==> src/hdl/ahfp_pkg.sv <==
`timescale 1ns / 1ps
// ----------------------------------------------------------------------------
// ahfp_pkg
// Shared types and byte codes for the address-header frame parser.
// ----------------------------------------------------------------------------
package ahfp_pkg;

  // Characters and digit bounds (bounds are exclusive).
  localparam logic [7:0] CH_A       = 8'h41;
  localparam logic [7:0] CH_D       = 8'h44;
  localparam logic [7:0] CH_R       = 8'h52;
  localparam logic [7:0] CH_LF      = 8'h0A;
  localparam logic [7:0] CH_ZERO    = 8'd48;
  localparam logic [7:0] DIG_LO_EXC = 8'd47;
  localparam logic [7:0] ADDR_HI_EXC = 8'd53;
  localparam logic [7:0] TYPE_HI_EXC = 8'd58;
  localparam logic [7:0] DATA_HI_EXC = 8'd71;

  // Parser phases; code 7 is unused and treated as hunting.
  typedef enum logic [2:0] {
    PH_HUNT_A  = 3'd0,
    PH_WANT_D1 = 3'd1,
    PH_WANT_D2 = 3'd2,
    PH_WANT_R  = 3'd3,
    PH_ADDR    = 3'd4,
    PH_TYPE    = 3'd5,
    PH_DATA    = 3'd6
  } ph_t;

  // Emitter states.
  typedef enum logic [1:0] {
    BK_IDLE  = 2'd0,
    BK_FETCH = 2'd1,
    BK_SHOW  = 2'd2
  } bk_state_t;

  // Per-frame header fields handed from parser to emitter.
  typedef struct packed {
    logic [2:0] addr;
    logic [3:0] ftype;
    logic       ovf;
  } hdr_t;

endpackage

==> src/hdl/ahfp_front.sv <==
`timescale 1ns / 1ps
// ----------------------------------------------------------------------------
// ahfp_front
// Byte parser: hunts for the header, takes the digits, writes data
// characters into the element memory and queues a frame descriptor on
// each line feed that ends a frame.
// ----------------------------------------------------------------------------
module ahfp_front #(
  parameter int DATA_DEPTH = 16,
  parameter int CNT_W      = 5,
  parameter int IDX_W      = 4,
  parameter int Q_W        = 14
) (
  input  logic               clk,
  input  logic               rst_n,
  input  logic               in_valid,
  output logic               in_stall,
  input  logic [7:0]         in_rx_byte,
  input  logic               q_full,
  output logic               q_push,
  output logic [Q_W-1:0]     q_wdata,
  output logic               wr_en,
  output logic [IDX_W:0]     wr_addr,
  output logic [4:0]         wr_data
);
  import ahfp_pkg::*;

  ph_t              phase_r, phase_nxt;
  logic [2:0]       addr_r, addr_nxt;
  logic [3:0]       type_r, type_nxt;
  logic [CNT_W-1:0] cnt_r, cnt_nxt;
  logic             ovf_r, ovf_nxt;
  logic             bank_r, bank_nxt;
  logic             acc;
  logic             is_addr_dig, is_type_dig, is_data_ch, is_lf;
  hdr_t             hdr;

  assign in_stall    = q_full;
  assign acc         = in_valid && !in_stall;
  assign is_addr_dig = (in_rx_byte > DIG_LO_EXC) && (in_rx_byte < ADDR_HI_EXC);
  assign is_type_dig = (in_rx_byte > DIG_LO_EXC) && (in_rx_byte < TYPE_HI_EXC);
  assign is_data_ch  = (in_rx_byte > DIG_LO_EXC) && (in_rx_byte < DATA_HI_EXC);
  assign is_lf       = (in_rx_byte == CH_LF);

  always_comb begin
    phase_nxt = phase_r;
    if (acc) begin
      unique case (phase_r)
        PH_WANT_D1: phase_nxt = (in_rx_byte == CH_D) ? PH_WANT_D2 : PH_HUNT_A;
        PH_WANT_D2: phase_nxt = (in_rx_byte == CH_D) ? PH_WANT_R : PH_HUNT_A;
        PH_WANT_R:  phase_nxt = (in_rx_byte == CH_R) ? PH_ADDR : PH_HUNT_A;
        PH_ADDR:    phase_nxt = is_addr_dig ? PH_TYPE : PH_HUNT_A;
        PH_TYPE:    phase_nxt = is_type_dig ? PH_DATA : PH_HUNT_A;
        PH_DATA:    phase_nxt = (!is_lf && is_data_ch) ? PH_DATA : PH_HUNT_A;
        default:    phase_nxt = (in_rx_byte == CH_A) ? PH_WANT_D1 : PH_HUNT_A;
      endcase
    end
  end

  always_comb begin
    addr_nxt = addr_r;
    type_nxt = type_r;
    cnt_nxt  = cnt_r;
    ovf_nxt  = ovf_r;
    bank_nxt = bank_r;
    q_push   = 1'b0;
    wr_en    = 1'b0;
    if (acc) begin
      unique case (phase_r)
        PH_ADDR: begin
          if (is_addr_dig) addr_nxt = 3'(in_rx_byte - CH_ZERO);
        end
        PH_TYPE: begin
          if (is_type_dig) begin
            type_nxt = 4'(in_rx_byte - CH_ZERO);
            cnt_nxt  = '0;
            ovf_nxt  = 1'b0;
          end
        end
        PH_DATA: begin
          if (is_lf) begin
            // hand the frame to the emitter and switch to the other bank
            q_push   = 1'b1;
            bank_nxt = !bank_r;
          end else if (is_data_ch) begin
            if (cnt_r < CNT_W'(DATA_DEPTH)) begin
              wr_en   = 1'b1;
              cnt_nxt = cnt_r + CNT_W'(1);
            end else begin
              ovf_nxt = 1'b1;
            end
          end
        end
        default: ;
      endcase
    end
  end

  assign hdr.addr  = addr_r;
  assign hdr.ftype = type_r;
  assign hdr.ovf   = ovf_r;
  assign q_wdata   = {hdr, cnt_r, bank_r};
  assign wr_addr   = {bank_r, cnt_r[IDX_W-1:0]};
  assign wr_data   = 5'(in_rx_byte - CH_ZERO);

  always_ff @(posedge clk) begin
    if (!rst_n) begin
      phase_r <= PH_HUNT_A;
      addr_r  <= '0;
      type_r  <= '0;
      cnt_r   <= '0;
      ovf_r   <= 1'b0;
      bank_r  <= 1'b0;
    end else begin
      phase_r <= phase_nxt;
      addr_r  <= addr_nxt;
      type_r  <= type_nxt;
      cnt_r   <= cnt_nxt;
      ovf_r   <= ovf_nxt;
      bank_r  <= bank_nxt;
    end
  end

endmodule

==> src/hdl/ahfp_queue.sv <==
`timescale 1ns / 1ps
// ----------------------------------------------------------------------------
// ahfp_queue
// Two-entry descriptor queue between the parser and the emitter.
// ----------------------------------------------------------------------------
module ahfp_queue #(
  parameter int W = 14
) (
  input  logic         clk,
  input  logic         rst_n,
  input  logic         push,
  input  logic [W-1:0] wdata,
  input  logic         pop,
  output logic [W-1:0] rdata,
  output logic         empty,
  output logic         full
);
  import ahfp_pkg::*;

  logic [W-1:0] ent_r [2];
  logic         wr_ptr_r, rd_ptr_r;
  logic [1:0]   cnt_r, cnt_nxt;

  assign empty = (cnt_r == 2'd0);
  assign full  = (cnt_r == 2'd2);
  assign rdata = ent_r[rd_ptr_r];

  always_comb begin
    cnt_nxt = cnt_r;
    case ({push, pop})
      2'b10:   cnt_nxt = cnt_r + 2'd1;
      2'b01:   cnt_nxt = cnt_r - 2'd1;
      default: cnt_nxt = cnt_r;
    endcase
  end

  always_ff @(posedge clk) begin
    if (push) ent_r[wr_ptr_r] <= wdata;
  end

  always_ff @(posedge clk) begin
    if (!rst_n) begin
      wr_ptr_r <= 1'b0;
      rd_ptr_r <= 1'b0;
      cnt_r    <= '0;
    end else begin
      if (push) wr_ptr_r <= !wr_ptr_r;
      if (pop)  rd_ptr_r <= !rd_ptr_r;
      cnt_r <= cnt_nxt;
    end
  end

endmodule

==> src/hdl/ahfp_back.sv <==
`timescale 1ns / 1ps
// ----------------------------------------------------------------------------
// ahfp_back
// Emitter: holds the two-bank element memory, plays out the frame at the
// queue head, one result per stored element or one empty result, and pops
// the descriptor once its last result is taken.
// ----------------------------------------------------------------------------
module ahfp_back #(
  parameter int CNT_W      = 5,
  parameter int IDX_W      = 4,
  parameter int Q_W        = 14
) (
  input  logic           clk,
  input  logic           rst_n,
  input  logic           wr_en,
  input  logic [IDX_W:0] wr_addr,
  input  logic [4:0]     wr_data,
  input  logic           q_empty,
  input  logic [Q_W-1:0] q_rdata,
  output logic           q_pop,
  output logic           out_valid,
  input  logic           out_stall,
  output logic [2:0]     out_frame_addr,
  output logic [3:0]     out_frame_type,
  output logic [4:0]     out_data_count,
  output logic [3:0]     out_elem_index,
  output logic [4:0]     out_elem_value,
  output logic           out_elem_valid,
  output logic           out_overflowed,
  output logic           out_last
);
  import ahfp_pkg::*;

  localparam int MEM_D = 2 << IDX_W;

  logic [4:0]       elem_mem [MEM_D];
  bk_state_t        state_r, state_nxt;
  logic [CNT_W-1:0] idx_r;
  logic [4:0]       rd_data_r;
  hdr_t             hdr;
  logic [CNT_W-1:0] cnt;
  logic             bank;
  logic             empty_frame;
  logic             last;
  logic             rd_en;
  logic             advance;

  // the descriptor stays at the queue head, and its bank stays reserved,
  // until the final result of the frame is taken
  assign bank        = q_rdata[0];
  assign cnt         = q_rdata[CNT_W:1];
  assign hdr         = hdr_t'(q_rdata[Q_W-1:CNT_W+1]);
  assign empty_frame = (cnt == '0);
  assign last        = empty_frame || ((idx_r + CNT_W'(1)) == cnt);

  always_comb begin
    state_nxt = state_r;
    unique case (state_r)
      BK_IDLE:  if (!q_empty) state_nxt = BK_FETCH;
      BK_FETCH: state_nxt = BK_SHOW;
      BK_SHOW:  if (!out_stall) state_nxt = last ? BK_IDLE : BK_FETCH;
      default:  state_nxt = BK_IDLE;
    endcase
  end

  always_comb begin
    q_pop     = 1'b0;
    rd_en     = 1'b0;
    out_valid = 1'b0;
    advance   = 1'b0;
    unique case (state_r)
      BK_FETCH: rd_en = 1'b1;
      BK_SHOW: begin
        out_valid = 1'b1;
        advance   = !out_stall && !last;
        q_pop     = !out_stall && last;
      end
      default: ;
    endcase
  end

  always_ff @(posedge clk) begin
    if (wr_en) elem_mem[wr_addr] <= wr_data;
  end

  // read data doubles as the output register for the element value
  always_ff @(posedge clk) begin
    if (rd_en) rd_data_r <= elem_mem[{bank, idx_r[IDX_W-1:0]}];
  end

  always_ff @(posedge clk) begin
    if (!rst_n) begin
      state_r <= BK_IDLE;
      idx_r   <= '0;
    end else begin
      state_r <= state_nxt;
      if (state_r == BK_IDLE) idx_r <= '0;
      else if (advance)       idx_r <= idx_r + CNT_W'(1);
    end
  end

  assign out_frame_addr = hdr.addr;
  assign out_frame_type = hdr.ftype;
  assign out_data_count = 5'(cnt);
  assign out_elem_index = 4'(idx_r);
  assign out_elem_value = empty_frame ? 5'd0 : rd_data_r;
  assign out_elem_valid = !empty_frame;
  assign out_overflowed = hdr.ovf;
  assign out_last       = last;

endmodule

==> src/hdl/addr_header_frame_parser.sv <==
`timescale 1ns / 1ps
// ----------------------------------------------------------------------------
// addr_header_frame_parser
// Parses "ADDR<addr><type><data...>LF" frames from a byte stream and plays
// out the stored data elements, one result per element.
// ----------------------------------------------------------------------------
// The parser takes one byte per cycle and needs no time of its own per byte;
// it stalls the input only while two finished frames are outstanding, the
// one being played out included, since each of them holds a memory bank.
// Data characters go into one bank of a two-bank element memory while the
// other bank is being emitted. On a line feed a frame descriptor enters a
// two-entry queue; the emitter picks it up and makes each result by a
// registered memory read followed by showing the result, which is held
// while out_stall is high. Characters past DATA_DEPTH are dropped and
// flagged on every result of the frame. data_count and elem_index carry the
// low 5 and 4 bits of their values.
module addr_header_frame_parser #(
  parameter int DATA_DEPTH = 16
) (
  input  logic       clk,
  input  logic       rst_n,
  input  logic       in_valid,
  output logic       in_stall,
  input  logic [7:0] in_rx_byte,
  output logic       out_valid,
  input  logic       out_stall,
  output logic [2:0] out_frame_addr,
  output logic [3:0] out_frame_type,
  output logic [4:0] out_data_count,
  output logic [3:0] out_elem_index,
  output logic [4:0] out_elem_value,
  output logic       out_elem_valid,
  output logic       out_overflowed,
  output logic       out_last
);
  import ahfp_pkg::*;

  localparam int CNT_W = $clog2(DATA_DEPTH + 1);
  localparam int IDX_W = (DATA_DEPTH > 1) ? $clog2(DATA_DEPTH) : 1;
  localparam int Q_W   = $bits(hdr_t) + CNT_W + 1;

  logic           q_full, q_empty, q_push, q_pop;
  logic [Q_W-1:0] q_wdata, q_rdata;
  logic           wr_en;
  logic [IDX_W:0] wr_addr;
  logic [4:0]     wr_data;

  ahfp_front #(
    .DATA_DEPTH (DATA_DEPTH),
    .CNT_W      (CNT_W),
    .IDX_W      (IDX_W),
    .Q_W        (Q_W)
  ) u_front (
    .clk        (clk),
    .rst_n      (rst_n),
    .in_valid   (in_valid),
    .in_stall   (in_stall),
    .in_rx_byte (in_rx_byte),
    .q_full     (q_full),
    .q_push     (q_push),
    .q_wdata    (q_wdata),
    .wr_en      (wr_en),
    .wr_addr    (wr_addr),
    .wr_data    (wr_data)
  );

  ahfp_queue #(
    .W (Q_W)
  ) u_queue (
    .clk   (clk),
    .rst_n (rst_n),
    .push  (q_push),
    .wdata (q_wdata),
    .pop   (q_pop),
    .rdata (q_rdata),
    .empty (q_empty),
    .full  (q_full)
  );

  ahfp_back #(
    .CNT_W      (CNT_W),
    .IDX_W      (IDX_W),
    .Q_W        (Q_W)
  ) u_back (
    .clk            (clk),
    .rst_n          (rst_n),
    .wr_en          (wr_en),
    .wr_addr        (wr_addr),
    .wr_data        (wr_data),
    .q_empty        (q_empty),
    .q_rdata        (q_rdata),
    .q_pop          (q_pop),
    .out_valid      (out_valid),
    .out_stall      (out_stall),
    .out_frame_addr (out_frame_addr),
    .out_frame_type (out_frame_type),
    .out_data_count (out_data_count),
    .out_elem_index (out_elem_index),
    .out_elem_value (out_elem_value),
    .out_elem_valid (out_elem_valid),
    .out_overflowed (out_overflowed),
    .out_last       (out_last)
  );

endmodule

==> config.mk <==
export PLATFORM = sky130hd
export DESIGN_NAME = addr_header_frame_parser
export DESIGN_NICKNAME = d
export VERILOG_FILES = /design/src/hdl/ahfp_pkg.sv /design/src/hdl/ahfp_front.sv /design/src/hdl/ahfp_queue.sv /design/src/hdl/ahfp_back.sv /design/src/hdl/addr_header_frame_parser.sv
export SDC_FILE = /design/constraint.sdc
export NUM_CORES = 1
export LEC_CHECK = 0
export BUFFER_PORTS_ARGS = -buffer_cell sky130_fd_sc_hd__buf_2
export CAP_MARGIN = 20
export CORE_AREA = 2 2 149 151
export CTS_CLUSTER_SIZE = 12
export DETAILED_ROUTE_END_ITERATION = 8
export DIE_AREA = 0 0 151 153
export PLACE_DENSITY = 0.58
export SLEW_MARGIN = 20
export SYNTH_ARGS = -nofsm -noshare
export SYNTH_HDL_FRONTEND = slang
export SYNTH_HIERARCHICAL = 1
export SYNTH_SLANG_ARGS = --single-unit
==> constraint.sdc <==
create_clock -name clk -period 4.55 [get_ports clk]
set_input_delay 0.455 -clock clk [delete_from_list [all_inputs] [get_ports clk]]
set_output_delay 0.455 -clock clk [all_outputs]
set_load 0.05 [all_outputs]
== Yosys cells after proc, flatten, opt, wreduce, memory -nomap -nowiden ==
Memory sizes are Yosys's and may differ from the RTL's. A register that Yosys moved wholly into a read port is not among the register bits.
Cells that the tools add are included.
Word-level totals
  output and inout bits: 26
  bits of input ports: 12
  RAM bits: 188
  flip-flop bits (word level): 28
  memories: 2
Memories
  u_back.elem_mem: depth 32, bits a word 5, read ports 1, clocked after memory_dff 1, wr ports 1, RTL line ahfp_back.sv:36  | logic [4:0] elem_mem [MEM_D];
  u_queue.ent_r: depth 2, bits a word 14, read ports 1, clocked after memory_dff 1, wr ports 1, RTL line ahfp_queue.sv:20  | logic [W-1:0] ent_r [2];
Cells by class
  magnitude comparators: 5
  bitwise logic cells: 1
  reduce and logical (&&, ||, !) cells: 28
  equal/unequal tests: 23
  muxes and demuxes: 42
  add/sub/neg operators: 5
Operator list (number)
  2-to-1 mux 5 bit: 5
  == test 8 x 7 -> 1 bit (second input constant): 3
  2-to-1 mux 1 bit: 24
  one-hot mux 3 bit (6 select lines): 1
  less-than comparator 8 x 6 -> 1 bit (second input constant): 2
  2-to-1 mux 3 bit: 4
  AND reduction 6 bit: 2
  adder 5 x 1 -> 5 bit (second input constant): 2
  one-hot mux 5 bit (2 select lines): 1
  == test 3 bit (second input constant): 3
  AND reduction 3 bit: 3
  == test 8 x 4 -> 1 bit (second input constant): 1
  greater-than comparator 8 x 6 -> 1 bit (second input constant): 1
  logical NOT 1 bit: 8
  less-than comparator 8 x 7 -> 1 bit (second input constant): 1
  2-to-1 mux 2 bit: 4
  inequality test 2 bit (second input constant): 4
  logical AND 1 bit: 7
  == test 2 bit (second input constant): 3
  == test 3 x 2 -> 1 bit (second input constant): 2
  inequality test 2 x 1 -> 1 bit (second input constant): 3
  one-hot mux 2 bit (3 select lines): 1
  == test 5 bit: 1
  logical NOT 5 bit: 1
  other kinds (14): 17

== Longest topological paths before layout ==
Gate-level depths: netlist (run 1).
  depth after elaboration: 8
  mapped depth: 11

== Cells and area by module ==
Netlist (run 1), hierarchy kept.
By module, submodules not included
  ahfp_back: cells each 369, times used 1, area each 7124.3 sq um, sequential area each 5094.9 sq um
  ahfp_queue: cells each 65, times used 1, area each 1219.9 sq um, sequential area each 940.9 sq um
  ahfp_front: cells each 129, times used 1, area each 1119.8 sq um, sequential area each 340.3 sq um

== Least setup slack after synthesis (run 1) ==
No wires, ideal clock.
  kind: reg2reg
  start point: reg (tool-made name)
  end point: reg u_queue.cnt_r[1]
  stages on the path, launching flop included: 11
  arrival time: 3.901 ns
  setup slack: 0.580 ns
  path through: dfxtp_1 > buf_2 > mux2_2 > xor2_1 > or3_1 > and3_1 > o21ai_0 > nor2b_1 > ha_1 > or3_1 > a21boi_1
RTL lines
  end signal: assignment: RTL line ahfp_queue.sv:49  | cnt_r <= cnt_nxt;
  end: declaration: RTL line ahfp_queue.sv:22  | logic [1:0] cnt_r, cnt_nxt;

==> results.json, run 1 <==
{
  "dp.cells": 831,
  "power_frac_comb_pct": 1.2,
  "hold-path-endpoint": "u_back/state_r[1]$_SDFFE_PN0P_",
  "reg2regPathDepth": 9,
  "rsz0062_at_grt": "false",
  "end_kind": "output pin",
  "dp_hpwl_mm": 11.8,
  "grt_pass1_wl_mm": 29.1,
  "max_cap_viol_count": 0,
  "overflow": 0,
  "fmax_mhz": 286,
  "portBuffers": 37,
  "yosys.area.top_type_share_pct": 61.2,
  "worstPathMaxFanout": 14,
  "finalNetCount": 591,
  "yosys-top-cells-area": "edfxtp_1, mux4_2, dfxtp_1",
  "die_area_mm2": 0.0231,
  "drc": 0,
  "hold_viol_final": 0,
  "finalSetupViolations": 0,
  "synth_common_cells": "edfxtp_1, nor2_1, mux4_2, buf_4, dfxtp_1",
  "powerDensity_mw_per_mm2": 383,
  "cts_resized": 0,
  "drt-pass1-iter-count": 5,
  "initial_core_util_pct": 44.0,
  "seq_power_share_pct": 55.8,
  "clock_skew_ns": 0.00713,
  "async_flop_share_pct": 0,
  "fin_setup_tns_ns": 0,
  "die_h_um": 153,
  "yosysWarnings": 6,
  "status": "completed",
  "cellInternalPower_w": 0.00322,
  "cts_root_buffer": "clkbuf_16",
  "grt_usage_pct": 16.7,
  "required_ns": 4.09,
  "synth_seq_cells": 222,
  "whs_path_depth": 3,
  "synth_flop_cell": "edfxtp_1",
  "grt_pass1_vias": 4979,
  "cts_buffers": 23,
  "synth_edf_count": 193,
  "via_per_inst": 5.66,
  "dieWidth_um": 151,
  "core_area_mm2": 0.0215,
  "tightest_slew_ns": 0.928,
  "switching_power_w": 0.000739,
  "fin_crit_ns": 3.49,
  "min_period_over_period_pct": 76.8,
  "n_fill_cell": 1804,
  "critPathKind": "flop to output pin",
  "slew_headroom_pct": 38.0,
  "r2r-end": "u_queue/cnt_r[1]$_SDFFE_PN0P_",
  "worst_hold_slack_ns": 0.246,
  "drt-total-wl_mm": 18.9,
  "holdCritStartpoint": "out_stall",
  "yosysSeqAreaShare_pct": 67.4,
  "area_growth_pct": 9.15,
  "diodes": 0,
  "pwr-share-clk_pct": 42.9,
  "critical_path.cell_chain": "mux2_2 > xor2_1 > or3_1 > and3_1 > o21ai_0 > buf_2",
  "rows": 54,
  "start_kind": "flop",
  "synthCells": 563,
  "syn_nets": 578,
  "yosysMostFrequentCell": "edfxtp_1",
  "clk_latency_ns": 0.50,
  "power_leakage_nw": 3.36,
  "h-tree-depth": 1,
  "slew_viol_final": 0,
  "num_vias": 4912,
  "final_layout_size_suffix_gt1_share_pct": 26.0,
  "avgRoutedWirePerCell_um": 21.7,
  "cts_sinks": 222,
  "fin_cells": 868,
  "synth.distinct_cells": 60,
  "critPathMaxStageDelay_ns": 0.72,
  "gp_congestion": 0.850,
  "synth.avg_cell_area_um2": 16.8,
  "cts_hold_buf": 0,
  "grt_max_degree": 44,
  "synth_area_mm2": 0.00946,
  "final_antenna_net_count": 0,
  "clockBufferDepth": 3,
  "path_clk_slew_ns": 0.06,
  "r2r_setup_slack_ns": 1.23,
  "finalPower_w": 0.00395,
  "io_pins": 38,
  "vdd.ir_drop.worst_mv": 0.208,
  "yosys.area.top_type": "edfxtp_1",
  "hold_path.class": "input port to flop",
  "critPathSlowestCell": "dfxtp_1",
  "drtIter0Drc": 396,
  "cp.arrival_ns": 3.04,
  "antenna_found_initial": 0,
  "post_cts_buffers": 0,
  "cts_tree": "done",
  "swShare_pct": 18.7
}
[metal layers]
metal	vias up	GRT usage, %	share of wire, %
li1	2195	-	-
met1	2521	23.4	44
met2	157	27.6	49
met3	39	2.27	5.1
met4	0	4.32	2.0
met5	-	0	0
[stage by stage]
stage / util, % / area [um^2] / setup slack (ns)
3_3_place_gp: 45.0 / 9660 / 1.31
5_1_grt: 48.1 / 10300 / 0.868
4_1_cts: 48.1 / 10300 / 1.01
6_report: 48.1 / 10300 / 1.06
3_5_place_dp: 45.0 / 9660 / 1.23
2_1_floorplan: - / 9460 / 0.580
[logic make-up (layout without fill, tap and decap cells)]
| group | Yosys count | count (layout) | synth area share [%] |
|---|---|---|---|
| AOI/OAI and AO/OA | 45 | 45 | 3.40 |
| adders and majority gates | 3 | 3 | 0.397 |
| xor gates and xnor gates | 10 | 10 | 0.925 |
| buffers and inverters | 57 | 82 | 4.11 |
| muxes | 81 | 81 | 15.4 |
| DFF | 222 | 222 | 67.4 |
| and+or+nand+nor | 145 | 145 | 8.36 |
[power groups by stage]
stage	Combinational, W	Clock [W]	Sequential, W
2_1_floorplan	0.0000285	0	0.00225
3_5_place_dp	0.0000505	0	0.00225
6_report	0.0000492	0.00170	0.00221
3_3_place_gp	0.0000479	0	0.00225
5_1_grt	0.0000548	0.00182	0.00221
4_1_cts	0.0000505	0.00175	0.00221
[placed cells by master (no fill, tap or decap), drive strengths merged, types with 5 or more instances in the layout]
cell,instances
and2,14
mux4,50
xor2,6
a21oi,6
nor2b,5
o21ai,10
nand2b,6
nor2,57
mux2i,11
dfxtp,29
mux2,20
or3,6
inv,5
nand2,15
edfxtp,193
nand3,8
nand3b,9
clkbuf,33
buf,41
[registers in the layout, summed over array words and instances, names as in the netlist, 2 cells and up, named ones only]
name,flops
u_back/elem_mem,160
u_queue/cnt_r,2
u_queue/ent_r,28
u_back/state_r,2
u_back/rd_data_r,5
u_back/idx_r,5
u_front/type_r,4
u_front/cnt_r,5
u_front/addr_r,3
u_front/phase_r,3
[critical path, delay by kind of cell, from the launching register on]
family                 cells  cell delay, ns
buffers and inverters      1            0.32
AND/OR/NAND/NOR            2            0.63
multiplexers               1            0.46
XOR/XNOR                   1            0.17
flip-flops                 1            0.72
AO/OA/AOI/OAI              1            0.23
[how the worst max path moves through the flow]
stage	start	end	depth (start not counted)
after floorplan	flop	u_queue/cnt_r[1]$_SDFFE_PN0P_	10
after global placement	flop	u_queue/cnt_r[1]$_SDFFE_PN0P_	9
after detailed placement	flop	u_queue/cnt_r[1]$_SDFFE_PN0P_	9
after CTS	flop	out_last	6
after global routing	flop	out_last	6
final	flop	out_last	6
[layout make-up]
cell class              count  area, um^2  share of cell area (%)
flip-flops and latches    222        6380                    61.7
multi-input cells         284        2700                    26.1
clock buffers              33         623                    6.03
well taps                 280         350                    3.39
repair buffers             41         215                    2.08
clock inverters             4        48.8                   0.472
inverters                   4        15.0                   0.145
Note: power is estimated with default switching activity, not from simulation.
==> run 2: changes to the inputs <==
==> constraint.sdc (replaced) <==
create_clock -name clk -period 3.4 [get_ports clk]
set_input_delay 0.34 -clock clk [delete_from_list [all_inputs] [get_ports clk]]
set_output_delay 0.34 -clock clk [all_outputs]
set_load 0.05 [all_outputs]
==> run 2 against run 1 <==
  * Wire length grew 1.1%
  * Final area up 1.4%
  * Total power rose by 34%
  * Sequential share of layout area down 0.85 points
  * Critical path depth up 3
  * Clock-buffer cell count increased by 4
  * Die area unchanged
  * Non-clock buffer count grew 15
  * Sequential power rose by 33%
  * Hold slack lost 0.12 ns
  * Via count grew 0.18%
==> results.json, run 2 (synthesis results as in run 1) <==
{
  "min_period_over_period_pct": 87.1,
  "gp_congestion": 0.882,
  "tightest_slew_ns": 0.689,
  "worstPathMaxFanout": 7,
  "max_cap_viol_count": 0,
  "core_area_mm2": 0.0215,
  "dp_hpwl_mm": 12.2,
  "required_ns": 3.83,
  "cts_buffers": 23,
  "pwr-share-clk_pct": 43.1,
  "drc": 0,
  "cts_resized": 0,
  "finalNetCount": 606,
  "critPathKind": "flop to flop",
  "cellInternalPower_w": 0.00432,
  "fmax_mhz": 338,
  "cts_sinks": 222,
  "finalSetupViolations": 0,
  "clk_latency_ns": 0.50,
  "antenna_found_initial": 0,
  "grt_usage_pct": 16.7,
  "rsz0062_at_grt": "false",
  "final_antenna_net_count": 0,
  "layout_common_cells": "edfxtp_1, nor2_1, mux4_2, buf_2, dfxtp_1",
  "portBuffers": 37,
  "switching_power_w": 0.000995,
  "avgRoutedWirePerCell_um": 21.5,
  "cts_hold_buf": 0,
  "final_area_mm2": 0.0105,
  "r2r-end": "u_queue/cnt_r[1]$_SDFFE_PN0P_",
  "num_vias": 4921,
  "status": "completed",
  "power_frac_comb_pct": 1.4,
  "die_area_mm2": 0.0231,
  "grt_max_degree": 46,
  "overflow": 0,
  "grt_pass1_vias": 4914,
  "path_clk_slew_ns": 0.06,
  "cp.arrival_ns": 3.39,
  "io_pins": 38,
  "power_leakage_nw": 3.44,
  "rows": 54,
  "drt-total-wl_mm": 19.1,
  "vdd.ir_drop.worst_mv": 0.301,
  "placedInstanceArea_mm2": 0.00979,
  "finalPower_w": 0.00532,
  "fin_util_pct": 48.7,
  "clockBufferDepth": 3,
  "start_kind": "flop",
  "cts_root_buffer": "clkbuf_16",
  "hold_path.class": "input port to flop",
  "fin_crit_ns": 2.96,
  "largest_register_ffs": 160,
  "drt-pass1-iter-count": 6,
  "slew_headroom_pct": 54.1,
  "worst_hold_slack_ns": 0.128,
  "regMostFlops": "u_back/elem_mem",
  "powerDensity_mw_per_mm2": 508,
  "via_per_inst": 5.55,
  "slew_viol_final": 0,
  "r2r_setup_slack_ns": 0.44,
  "swShare_pct": 18.7,
  "final_common_cell": "edfxtp_1",
  "clock_skew_ns": 0.0124,
  "fin_setup_tns_ns": 0,
  "h-tree-depth": 1,
  "grt_pass1_wl_mm": 28.9,
  "post_cts_buffers": 0,
  "cts_tree": "done",
  "holdCritStartpoint": "out_stall",
  "dieWidth_um": 151,
  "die_h_um": 153,
  "reg.largest.list": "u_back/elem_mem x160, u_queue/ent_r x28",
  "hold_viol_final": 0,
  "reg2regPathDepth": 9,
  "drtIter0Drc": 518,
  "n_fill_cell": 1786,
  "diodes": 0,
  "worstSetupEndpoint": "u_queue/cnt_r[1]$_SDFFE_PN0P_",
  "area_growth_pct": 10.7,
  "end_kind": "flop",
  "seq_power_share_pct": 55.5,
  "final_layout_size_suffix_gt1_share_pct": 27.8,
  "initial_core_util_pct": 44.0
}
[run 2: cell count changes in the layout (fill, tap and decap cells not counted), sizes merged]
| cell | before | now |
|---|---|---|
| buf | 41 | 56 |
| clkbuf | 33 | 37 |
[run 2: worst min path at each step]
stage	endpoint	slack, ns	cells past startpoint
floorplan	u_queue/ent_r[0][10]$_DFFE_PP_	0.43	0
global placement	u_queue/ent_r[1][10]$_DFFE_PP_	0.43	0
detailed placement	u_queue/ent_r[1][9]$_DFFE_PP_	0.44	0
CTS	u_back/state_r[1]$_SDFFE_PN0P_	0.12	3
global route	u_back/state_r[0]$_SDFFE_PN0P_	0.16	3
finish	u_back/state_r[1]$_SDFFE_PN0P_	0.13	3
[run 2: cell type report]
cell class / count / area [um^2] / share of cell area (%)
Inverter: 4 / 15.0 / 0.143
Clock inverter: 4 / 48.8 / 0.466
Sequential cell: 222 / 6380 / 60.9
Tap cell: 280 / 350 / 3.34
Timing Repair Buffer: 56 / 340 / 3.25
Clock buffer: 37 / 638 / 6.09
Multi-Input combinational cell: 284 / 2700 / 25.8
[run 2: power groups by stage]
stage                     registers, W  clock network (W)  logic [W]
final                          0.00295            0.00229  0.0000721
after global routing           0.00295            0.00246  0.0000801
after CTS                      0.00295            0.00235  0.0000737
after detailed placement       0.00301                  0  0.0000739
after global placement         0.00301                  0  0.0000716
after floorplan                0.00301                  0  0.0000381
[run 2: worst max-delay path, cell delays in order, from the launching register on]
cell and delay, ns:
dfxtp_1 0.48, mux2_2 0.43, xor2_1 0.17, or3_1 0.39, and3_1 0.22, o21ai_2 0.14
nor2b_1 0.27, ha_1 0.31, or3_1 0.35, a21boi_1 0.14
[run 2: per-stage QoR]
step / instances / setup WS (ns)
finish: 887 / 0.440
floorplan: 563 / 0.141
global route: 887 / 0.284
global placement: 846 / 0.516
CTS: 887 / 0.440
detailed placement: 846 / 0.450
[run 2: routing by layer]
metal	GRT usage, %	vias up	wire length, um
met2	28.0	162	9290
li1	-	2239	-
met3	2.75	23	1170
met1	23.3	2497	8350
met4	3.52	0	271
met5	0	-	0
==> run 3: changes to the inputs <==
--- a/config.mk
+++ b/config.mk
@@ -5,13 +5,14 @@
 export SDC_FILE = /design/constraint.sdc
 export NUM_CORES = 1
 export LEC_CHECK = 0
-export BUFFER_PORTS_ARGS = -buffer_cell sky130_fd_sc_hd__buf_2
 export CAP_MARGIN = 20
 export CORE_AREA = 2 2 149 151
 export CTS_CLUSTER_SIZE = 12
 export DETAILED_ROUTE_END_ITERATION = 8
 export DIE_AREA = 0 0 151 153
-export PLACE_DENSITY = 0.58
+export DONT_BUFFER_PORTS = 1
+export PLACE_DENSITY = 0.57
+export REMOVE_ABC_BUFFERS = 1
 export SLEW_MARGIN = 20
 export SYNTH_ARGS = -nofsm -noshare
 export SYNTH_HDL_FRONTEND = slang
==> run 3 against run 2 <==
  * Critical endpoint is now u_back/elem_mem[16][1]$_DFFE_PP_
  * Total power increased by 3.2%
  * Global-route usage increased by 0.47 points
  * Register-to-register slack got worse by 0.11 ns
  * Clock skew decreased by 0.0017 ns
  * Sequential share of layout area decreased by 0.071 points
  * Hold slack got worse by 0.10 ns
  * Cell count decreased by 2.6%
  * Wire length increased by 1.6%
  * Critical path depth decreased by 2
==> results.json, run 3 (synthesis results as in run 1) <==
{
  "status": "completed",
  "clock_skew_ns": 0.0107,
  "holdCritStartpoint": "out_stall",
  "cts_tree": "done",
  "drt-total-wl_mm": 19.4,
  "cts_resized": 0,
  "cts_root_buffer": "clkbuf_16",
  "finalPower_w": 0.00549,
  "regMostFlops": "u_back/elem_mem",
  "worstPathMaxFanout": 8,
  "overflow": 0,
  "hold-path-endpoint": "u_back/state_r[0]$_SDFFE_PN0P_",
  "rsz0062_at_grt": "false",
  "area_growth_pct": 10.8,
  "swShare_pct": 18.9,
  "core_area_mm2": 0.0215,
  "fin_util_pct": 48.8,
  "die_h_um": 153,
  "die_area_mm2": 0.0231,
  "multi_input_area_mm2": 0.00270,
  "crit_start": "u_queue/cnt_r[0]$_SDFFE_PN0P_",
  "powerDensity_mw_per_mm2": 523,
  "grt_max_degree": 46,
  "antenna_found_initial": 0,
  "cts_sinks": 222,
  "seq_power_share_pct": 53.8,
  "vdd.ir_drop.worst_mv": 0.346,
  "dp_hpwl_mm": 12.2,
  "grt_pass1_wl_mm": 29.9,
  "r2r-end": "u_back/elem_mem[16][1]$_DFFE_PP_",
  "drtIter0Drc": 386,
  "hold_viol_final": 0,
  "portBuffers": 0,
  "cellInternalPower_w": 0.00445,
  "switching_power_w": 0.00104,
  "slew_headroom_pct": 34.3,
  "grt_pass1_vias": 5048,
  "hold_path.class": "input port to flop",
  "grt_usage_pct": 17.2,
  "largest_register_ffs": 160,
  "finalSetupViolations": 0,
  "dieWidth_um": 151,
  "final_common_cell": "edfxtp_1",
  "cts_buffers": 24,
  "clk_latency_ns": 0.51,
  "initial_core_util_pct": 44.0,
  "final_layout_size_suffix_gt1_share_pct": 24.3,
  "min_period_over_period_pct": 90.3,
  "max_cap_viol_count": 0,
  "slew_viol_final": 0,
  "gp_congestion": 0.854,
  "diodes": 0,
  "num_vias": 4857,
  "seqCellArea_mm2": 0.00638,
  "power_frac_comb_pct": 1.2,
  "fin_crit_ns": 3.07,
  "path_clk_slew_ns": 0.06,
  "reg2regPathDepth": 7,
  "required_ns": 3.56,
  "via_per_inst": 5.62,
  "reg.largest.list": "u_back/elem_mem x160, u_queue/ent_r x28",
  "pwr-share-clk_pct": 45.0,
  "h-tree-depth": 1,
  "rr_startpoint": "u_queue/cnt_r[0]$_SDFFE_PN0P_",
  "cp.arrival_ns": 3.23,
  "clockBufferDepth": 3,
  "n_fill_cell": 1796,
  "finalNetCount": 581,
  "layout_common_cells": "edfxtp_1, nor2_1, mux4_2, dfxtp_1, clkbuf_16",
  "final_antenna_net_count": 0,
  "whs_path_depth": 2,
  "rows": 54,
  "end_kind": "flop",
  "start_kind": "flop",
  "fmax_mhz": 326,
  "tightest_slew_ns": 0.983,
  "drc": 0,
  "critPathKind": "flop to flop",
  "io_pins": 38,
  "avgRoutedWirePerCell_um": 22.4,
  "power_leakage_nw": 3.39,
  "r2r_setup_slack_ns": 0.33,
  "drt-pass1-iter-count": 5
}
==> run 3: changes by cell type in the layout (fill, tap and decap cells not counted), sizes merged <==
cell,delta
clkbuf,+4
buf,-28
dlygate4sd3,+2
clkinv,-1
==> run 3: worst max path at each step <==
stage | cells after the start | endpoint
floorplan | 9 | u_queue/cnt_r[1]$_SDFFE_PN0P_
global placement | 7 | u_back/elem_mem[16][2]$_DFFE_PP_
detailed placement | 7 | u_back/elem_mem[16][1]$_DFFE_PP_
CTS | 7 | u_back/elem_mem[16][2]$_DFFE_PP_
global route | 7 | u_back/elem_mem[0][4]$_DFFE_PP_
finish | 7 | u_back/elem_mem[16][1]$_DFFE_PP_
==> run 3: per-stage QoR <==
stage                     TNS [ns]  std cells  area (um^2)  setup slack, ns  hold WS (ns)
final                            0        864        10500            0.330        0.0277
after global routing             0        864        10500            0.182        0.0231
after CTS                        0        864        10500            0.320       0.00900
after detailed placement         0        814         9640            0.342         0.445
after global placement           0        814         9640            0.481         0.436
after floorplan             -14.33        510         9090            -2.19         0.425
==> run 3: power groups by stage <==
stage	clock, W	sequential [W]	combinational, W
global route	0.00262	0.00295	0.0000735
global placement	0	0.00301	0.0000245
CTS	0.00253	0.00295	0.0000677
finish	0.00247	0.00295	0.0000665
detailed placement	0	0.00301	0.0000250
floorplan	0	0.00301	0.0000171
==> run 3: timing repair <==
item,in CTS,in global routing
endpoints found under the setup margin,0,0
setup buffers,0,0
endpoints found under the hold margin,148,0
hold buffers,6,0
==> run 3: cell type report <==
cell class / count / share of cell area (%)
tap: 280 / 3.34
multi-input combinational: 284 / 25.7
clock inverter: 3 / 0.441
clock buffer: 41 / 6.73
sequential: 222 / 60.8
inverter: 4 / 0.143
timing repair buffer: 30 / 2.79
==> run 3: routing by layer <==
layer	share of wire, %	GRT usage, %
met1	42	23.1
met2	50	28.7
met3	5.4	3.58
met4	2.1	4.36
met5	0	0
==> run 3: critical path, stage by stage (launching register included) <==
cell and delay (ns):
dfxtp_1 0.39, and2b_2 0.36, and2b_1 0.34, nand2_1 0.10, o21bai_1 0.19, nor2_1 0.26
or3b_2 0.66, nor2_1 0.42
